==> config.mk <==
export PLATFORM = sky130hd
export DESIGN_NAME = hspe_basis
export DESIGN_NICKNAME = d
export VERILOG_FILES = /design/src/hdl/hermite_spline_point_eval_defines.svh /design/src/hdl/hspe_pkg.sv /design/src/hdl/hspe_basis.sv
export SDC_FILE = /design/constraint.sdc
export NUM_CORES = 1
export LEC_CHECK = 0
export BUFFER_PORTS_ARGS = -buffer_cell sky130_fd_sc_hd__buf_2
export CORE_ASPECT_RATIO = 0.8
export CORE_MARGIN = 2
export CORE_UTILIZATION = 40
export CTS_BUF_LIST = sky130_fd_sc_hd__clkbuf_8
export CTS_CLUSTER_DIAMETER = 60
export DETAILED_ROUTE_END_ITERATION = 10
export HOLD_SLACK_MARGIN = 0.15
export PLACE_DENSITY = 0.67
export SLEW_MARGIN = 0
export SYNTH_ARGS = -nofsm -noshare
export SYNTH_HDL_FRONTEND = slang
export SYNTH_SLANG_ARGS = --single-unit
==> constraint.sdc <==
create_clock -name i_clk -period 6.2 [get_ports i_clk]
set_input_delay 0.62 -clock i_clk [delete_from_list [all_inputs] [get_ports i_clk]]
set_output_delay 0.62 -clock i_clk [all_outputs]
set_load 0.02 [all_outputs]
==> src/hdl/hermite_spline_point_eval_defines.svh <==
// ----------------------------------------------------------------------------
// Hermite spline point evaluator: assertion macros
// Concurrent check wrappers on i_clk; compiled out with NO_ASSERTIONS.
// ----------------------------------------------------------------------------
`ifndef HERMITE_SPLINE_POINT_EVAL_DEFINES_SVH
`define HERMITE_SPLINE_POINT_EVAL_DEFINES_SVH

`ifndef NO_ASSERTIONS

// Check that is switched off while reset is asserted
`define HSPE_ASSERT(label, prop, msg) \
    label: assert property (@(posedge i_clk) disable iff (!i_rst_n) (prop)) \
        else $error(msg);

// Check that also holds across reset
`define HSPE_ASSERT_ALWAYS(label, prop, msg) \
    label: assert property (@(posedge i_clk) (prop)) else $error(msg);

`else

`define HSPE_ASSERT(label, prop, msg)
`define HSPE_ASSERT_ALWAYS(label, prop, msg)

`endif

`endif

==> src/hdl/hspe_pkg.sv <==
// ----------------------------------------------------------------------------
// Hermite spline point evaluator: shared package
// Widths, stage numbers, codes and types used across the block.
// ----------------------------------------------------------------------------
package hspe_pkg;

    // table and field widths
    localparam int MAX_POINTS = 64;
    localparam int MIN_POINTS = 2;
    localparam int IDX_W      = $clog2(MAX_POINTS);
    localparam int PIDX_W     = 6;
    localparam int SEG_W      = 6;
    localparam int PCNT_W     = 7;
    localparam int COORD_W    = 32;
    localparam int T_W        = 17;
    localparam int T_FRAC     = 16;
    localparam int CFG_W      = 16;
    localparam int CFG_IDX_W  = 2;

    // datapath widths
    localparam int W_FRAC  = 14;
    localparam int TB_W    = CFG_W + 1;
    localparam int WGT_W   = 18;
    localparam int DIFF_W  = COORD_W + 1;
    localparam int PROD_W  = DIFF_W + WGT_W;
    localparam int SLOPE_W = PROD_W + 1 - W_FRAC;
    localparam int BASIS_W = T_W + 3;
    localparam int Q_W     = SLOPE_W + BASIS_W;

    // pipeline stages
    localparam int NUM_STAGES = 8;
    localparam int ST_IN      = 1;
    localparam int ST_RD      = 2;
    localparam int ST_DIFF    = 3;
    localparam int ST_MUL     = 4;
    localparam int ST_SLOPE   = 5;
    localparam int ST_TERM    = 6;
    localparam int ST_PAIR    = 7;
    localparam int ST_OUT     = 8;

    // constants
    localparam logic [T_W-1:0]               T_ONE   = T_W'(1 << T_FRAC);
    localparam logic [2*T_W-1:0]             T_RND   = (2*T_W)'(1 << (T_FRAC - 1));
    localparam logic signed [TB_W-1:0]       W_ONE   = TB_W'(1 << W_FRAC);
    localparam logic signed [2*TB_W-1:0]     WGT_RND = (2*TB_W)'(1 << W_FRAC);
    localparam logic signed [BASIS_W-1:0]    B_ONE   = BASIS_W'(1 << T_FRAC);
    localparam logic signed [PROD_W:0]       M_RND   = (PROD_W + 1)'(1 << (W_FRAC - 1));
    localparam logic signed [Q_W+1:0]        R_RND   = (Q_W + 2)'(1 << (T_FRAC - 1));
    localparam logic [COORD_W-1:0]           COORD_MAX = {1'b0, {(COORD_W - 1){1'b1}}};
    localparam logic [COORD_W-1:0]           COORD_MIN = {1'b1, {(COORD_W - 1){1'b0}}};

    typedef enum logic {
        FUNC_LOAD = 1'b0,
        FUNC_EVAL = 1'b1
    } t_func;

    typedef enum logic [CFG_IDX_W-1:0] {
        CFG_TENSION     = CFG_IDX_W'(0),
        CFG_BIAS        = CFG_IDX_W'(1),
        CFG_POINT_COUNT = CFG_IDX_W'(2)
    } t_cfg_idx;

    typedef logic [NUM_STAGES:1] t_stage_en;
    typedef logic [IDX_W-1:0]    t_idx;

    typedef struct packed {
        logic signed [COORD_W-1:0] x;
        logic signed [COORD_W-1:0] y;
    } t_point;

    typedef struct packed {
        logic signed [BASIS_W-1:0] b0;
        logic signed [BASIS_W-1:0] b1;
        logic signed [BASIS_W-1:0] b2;
        logic signed [BASIS_W-1:0] b3;
    } t_basis;

endpackage

==> src/hdl/hspe_basis.sv <==
// ----------------------------------------------------------------------------
// Hermite basis generator
// Pipelined t^2, t^3 and the four Q16 basis weights.
// ----------------------------------------------------------------------------
module hspe_basis (
    input  logic                        i_clk,
    input  hspe_pkg::t_stage_en         i_en,
    input  logic [hspe_pkg::T_W-1:0]    i_t,
    output hspe_pkg::t_basis            o_basis
);

    logic [2*hspe_pkg::T_W-1:0]       r_tt;
    logic [hspe_pkg::T_W-1:0]         r_t_2;
    logic [hspe_pkg::T_W-1:0]         r_t2;
    logic [hspe_pkg::T_W-1:0]         r_t_3;
    logic [2*hspe_pkg::T_W-1:0]       r_t3p;
    logic [hspe_pkg::T_W-1:0]         r_t2_4;
    logic [hspe_pkg::T_W-1:0]         r_t_4;
    hspe_pkg::t_basis                 r_basis;

    logic [hspe_pkg::T_W-1:0]         w_t3;
    logic signed [hspe_pkg::BASIS_W-1:0] w_s1;
    logic signed [hspe_pkg::BASIS_W-1:0] w_s2;
    logic signed [hspe_pkg::BASIS_W-1:0] w_s3;
    hspe_pkg::t_basis                 n_basis;

    always_comb begin
        w_t3 = hspe_pkg::T_W'((r_t3p + hspe_pkg::T_RND) >> hspe_pkg::T_FRAC);
        w_s1 = $signed(hspe_pkg::BASIS_W'(r_t_4));
        w_s2 = $signed(hspe_pkg::BASIS_W'(r_t2_4));
        w_s3 = $signed(hspe_pkg::BASIS_W'(w_t3));
        n_basis.b0 = (w_s3 <<< 1) - ((w_s2 <<< 1) + w_s2) + hspe_pkg::B_ONE;
        n_basis.b1 = w_s3 - (w_s2 <<< 1) + w_s1;
        n_basis.b2 = w_s3 - w_s2;
        n_basis.b3 = ((w_s2 <<< 1) + w_s2) - (w_s3 <<< 1);
    end

    always_ff @(posedge i_clk) begin
        if (i_en[hspe_pkg::ST_RD]) begin
            r_tt  <= i_t * i_t;
            r_t_2 <= i_t;
        end
        if (i_en[hspe_pkg::ST_DIFF]) begin
            r_t2  <= hspe_pkg::T_W'((r_tt + hspe_pkg::T_RND) >> hspe_pkg::T_FRAC);
            r_t_3 <= r_t_2;
        end
        if (i_en[hspe_pkg::ST_MUL]) begin
            r_t3p  <= r_t2 * r_t_3;
            r_t2_4 <= r_t2;
            r_t_4  <= r_t_3;
        end
        if (i_en[hspe_pkg::ST_SLOPE]) begin
            r_basis <= n_basis;
        end
    end

    assign o_basis = r_basis;

endmodule

==> impl_results.md <==
* IO buf count at 101
* Final period util at 100.3%
* Flop and latch count out of synthesis at 198
* Largest net degree at the start of global routing at 78
* Crit-path most repeated cell: fa_1
* Core area at 0.06897 mm^2
* Non-filler instance count after layout at 4,019
* Final GP Congestion at 0.8532
* Yosys Warn Count at 0
* Mapped Nets at 3,583
* TritonCTS Sinks at 198
* Biggest cell delay along the critical path at 0.56 ns
* RSZ-0062 raised after global routing: yes
* Hold Vio Cnt, Final at 0
* Synth unique cells at 61
* # hold bufs at CTS at 0
* Initial DRC Count at 882
* Main synth FF type: edfxtp_1
* Gr ovfl total at 0
* Router iterations before antenna repair at 5
* Syn Area/Cell at 9.940 um^2
* Post-synth ARST share at 0%
* Post-DRT Antenna Nets at 0
* Post-synth EDFFs at 198
* Vias per cell at 4.772
* Failing checks: setup timing
* WHS Endpoint: r_t_3[16]
* Flop2flop setup slack at -0.02 ns
* Most frequent cells in the layout: inv_1 (590), fa_1 (403), ha_1 (323)
* Hold Path Class: register to register
* CP max stage cell: fa_1
* Htree depth at 4
* Ports at 106
* Full die area at 0.07199 mm^2
* Place WS at -0.2355 ns
* Layout cells sized above 1 at 14.12%
* Maximum net fanout on the critical path at 6
* Post-synthesis cell count at 2,811
* Via count at 19,180
* WHS Path Cells at 0
* Synth Cell Area at 0.02794 mm^2
* CTS tree: yes
* Final WS setup at -0.02169 ns
* Routed wire length at 58,210 um
* Area grow syn2layout at 13.74%
* Sequential area share after synthesis at 21.28%
* R2r worst-path depth at 22
* GRT Overall Usage at 16.78%
* Initial antenna violation count at 1
* CP startpoint kind: register
* Antenna diodes at 0
* WS Path Type: register to register
* Dpl cells at 3,965
* Initial Utilization at 40.51%
* Final nets at 3,854
* Die width at 299.5 um
* FMAX at 160.7 MHz
* Reg2reg start: r_t_3[7]
* Residual DRC at 0
* Area after DPL at 0.03080 mm^2
* Worst-path clk slew at 0.11 ns
* Status: finished with violations
* Root Driver: clkbuf_8
* Worst setup EP type: register
* Wire per inst at 14.48 um
* Required time of the critical path at 6.48 ns
* WP data arrival at 6.50 ns
* Die H at 240.4 um
* Maxcap violations at 0
* Reg2Reg Capture Point: r_t3p[32]
* Clk_skew at 0.02229 ns
* Max_slew headroom at 39.29%
* Finished Cell Area at 0.03178 mm^2
* Hold_sp: r_t_2[16]
* Slew Viols, Final at 0
* Clock Path Buffers at 2
* # setup viols final at 1
* Dpl hpwl at 49,920 um
* Via count of the first global-routing pass at 19,650
* Post-layout util at 46.08%
* Num rows at 86
* TritonCTS Buffers at 17
* Filler cells at 6,436
* Most common cell after layout, fill and taps aside: inv_1
* Clk_lat worst skew at 0.53 ns
* Critical path, cell by cell: and2_4, fa_1, inv_2, fa_1, inv_2, fa_2, fa_1, inv_2, fa_1, fa_1, inv_2, ha_4, buf_6, nand2_2, or3_4, nor3_4, o31a_1, nand3_4, a21oi_2, buf_4, nor3_1, a311o_1
* Fin crit period at 6.222 ns
* Tightest Pin Transition at 0.9107 ns
* First-pass GRT wire length at 97,530 um
## logic make-up (layout without fill, tap and decap cells)
group / Yosys count / count (layout) / share of synthesized area (%)
flip-flops: 198 / 198 / 21.28
XOR/XNOR: 166 / 166 / 5.204
adder cells (fa/ha/maj): 746 / 746 / 44.56
AND/OR/NAND/NOR: 751 / 751 / 13.08
multiplexers: 1 / 1 / 0.04030
AO/OA/AOI/OAI: 289 / 289 / 6.928
buffers and inverters: 660 / 944 / 8.907
## cells in the mapped netlist (13+ instances only)
cell / number / share of area [%]
edfxtp_1: 198 / 21
xor2_1: 52 / 1.6
a21o_1: 49 / 1.3
o21a_1: 22 / 0.59
nor3_1: 35 / 0.63
and2_1: 179 / 4.0
nor2b_1: 22 / 0.49
clkbuf_1: 53 / 0.71
o21bai_1: 13 / 0.35
nor2_1: 92 / 1.2
xnor2_1: 114 / 3.6
a21oi_1: 83 / 1.5
o21ai_0: 42 / 0.75
ha_1: 331 / 15
nand2_1: 308 / 4.1
inv_1: 604 / 8.1
nand3_1: 38 / 0.68
and3_1: 24 / 0.54
fa_1: 415 / 30
## metrics by stage
step | hold WS, ns | setup TNS (ns)
after floorplan | 0.4003 | 0
after global placement | 0.4010 | -0.6318
after detailed placement | 0.4045 | -0.9187
after CTS | 0.4170 | -0.005029
after global routing | 0.4315 | -0.9594
final | 0.4168 | -0.02169
## layout make-up
class	count	area [um^2]	area share (%)
clock buffers	17	234.0	0.7362
clock inverters	15	187.7	0.5906
inverters	604	2270	7.142
multi-input cells	1953	19840	62.44
flip-flops and latches	198	5946	18.71
well taps	924	1156	3.638
repair buffers	308	2143	6.744
## critical path, delay by kind of cell (launching register included)
kind	cells	cell delay [ns]
adders and majority gates	7	3.29
buffers and inverters	6	0.41
DFF	1	0.53
AOI/OAI and AO/OA	3	0.73
and+or+nand+nor	6	1.02
## registers in the layout, indices dropped and copies added (netlist names)
signal / cells
r_t2_4: 17
r_t_2: 16
r_tt: 19
o_basis: 77
r_t_4: 17
r_t_3: 17
r_t2: 17
r_t3p: 18
## per-layer routing
| layer | vias up | global-route usage [%] | share of wire, % |
|---|---|---|---|
| met5 | - | 0 | 0.034 |
| li1 | 9424 | - | - |
| met2 | 402 | 27.00 | 44 |
| met4 | 2 | 2.833 | 1.2 |
| met3 | 47 | 3.081 | 5.7 |
| met1 | 9303 | 23.94 | 49 |
## what timing repair did
action | 4_1_cts | 5_1_grt
pin swaps | 4 | 59
gates resized for setup | 10 | 95
setup buffers | 1 | 24
endpoints found under the setup margin | 2 | 16
## how the worst max path moves through the flow
stage / start / to / slack, ns / depth (start not counted)
5_1_grt: r_t2[4] / r_t3p[32] / -0.19 / 22
3_5_place_dp: i_t[2] / r_tt[32] / -0.24 / 22
3_3_place_gp: i_t[4] / r_tt[32] / -0.19 / 21
4_1_cts: r_t_3[5] / r_t3p[32] / -0.005 / 21
6_report: r_t_3[7] / r_t3p[32] / -0.02 / 22
2_1_floorplan: i_t[13] / r_tt[32] / 0.01 / 20
Power is not shown: default switching activity piles up to over one toggle a cycle in this logic, so the estimate is an artifact.
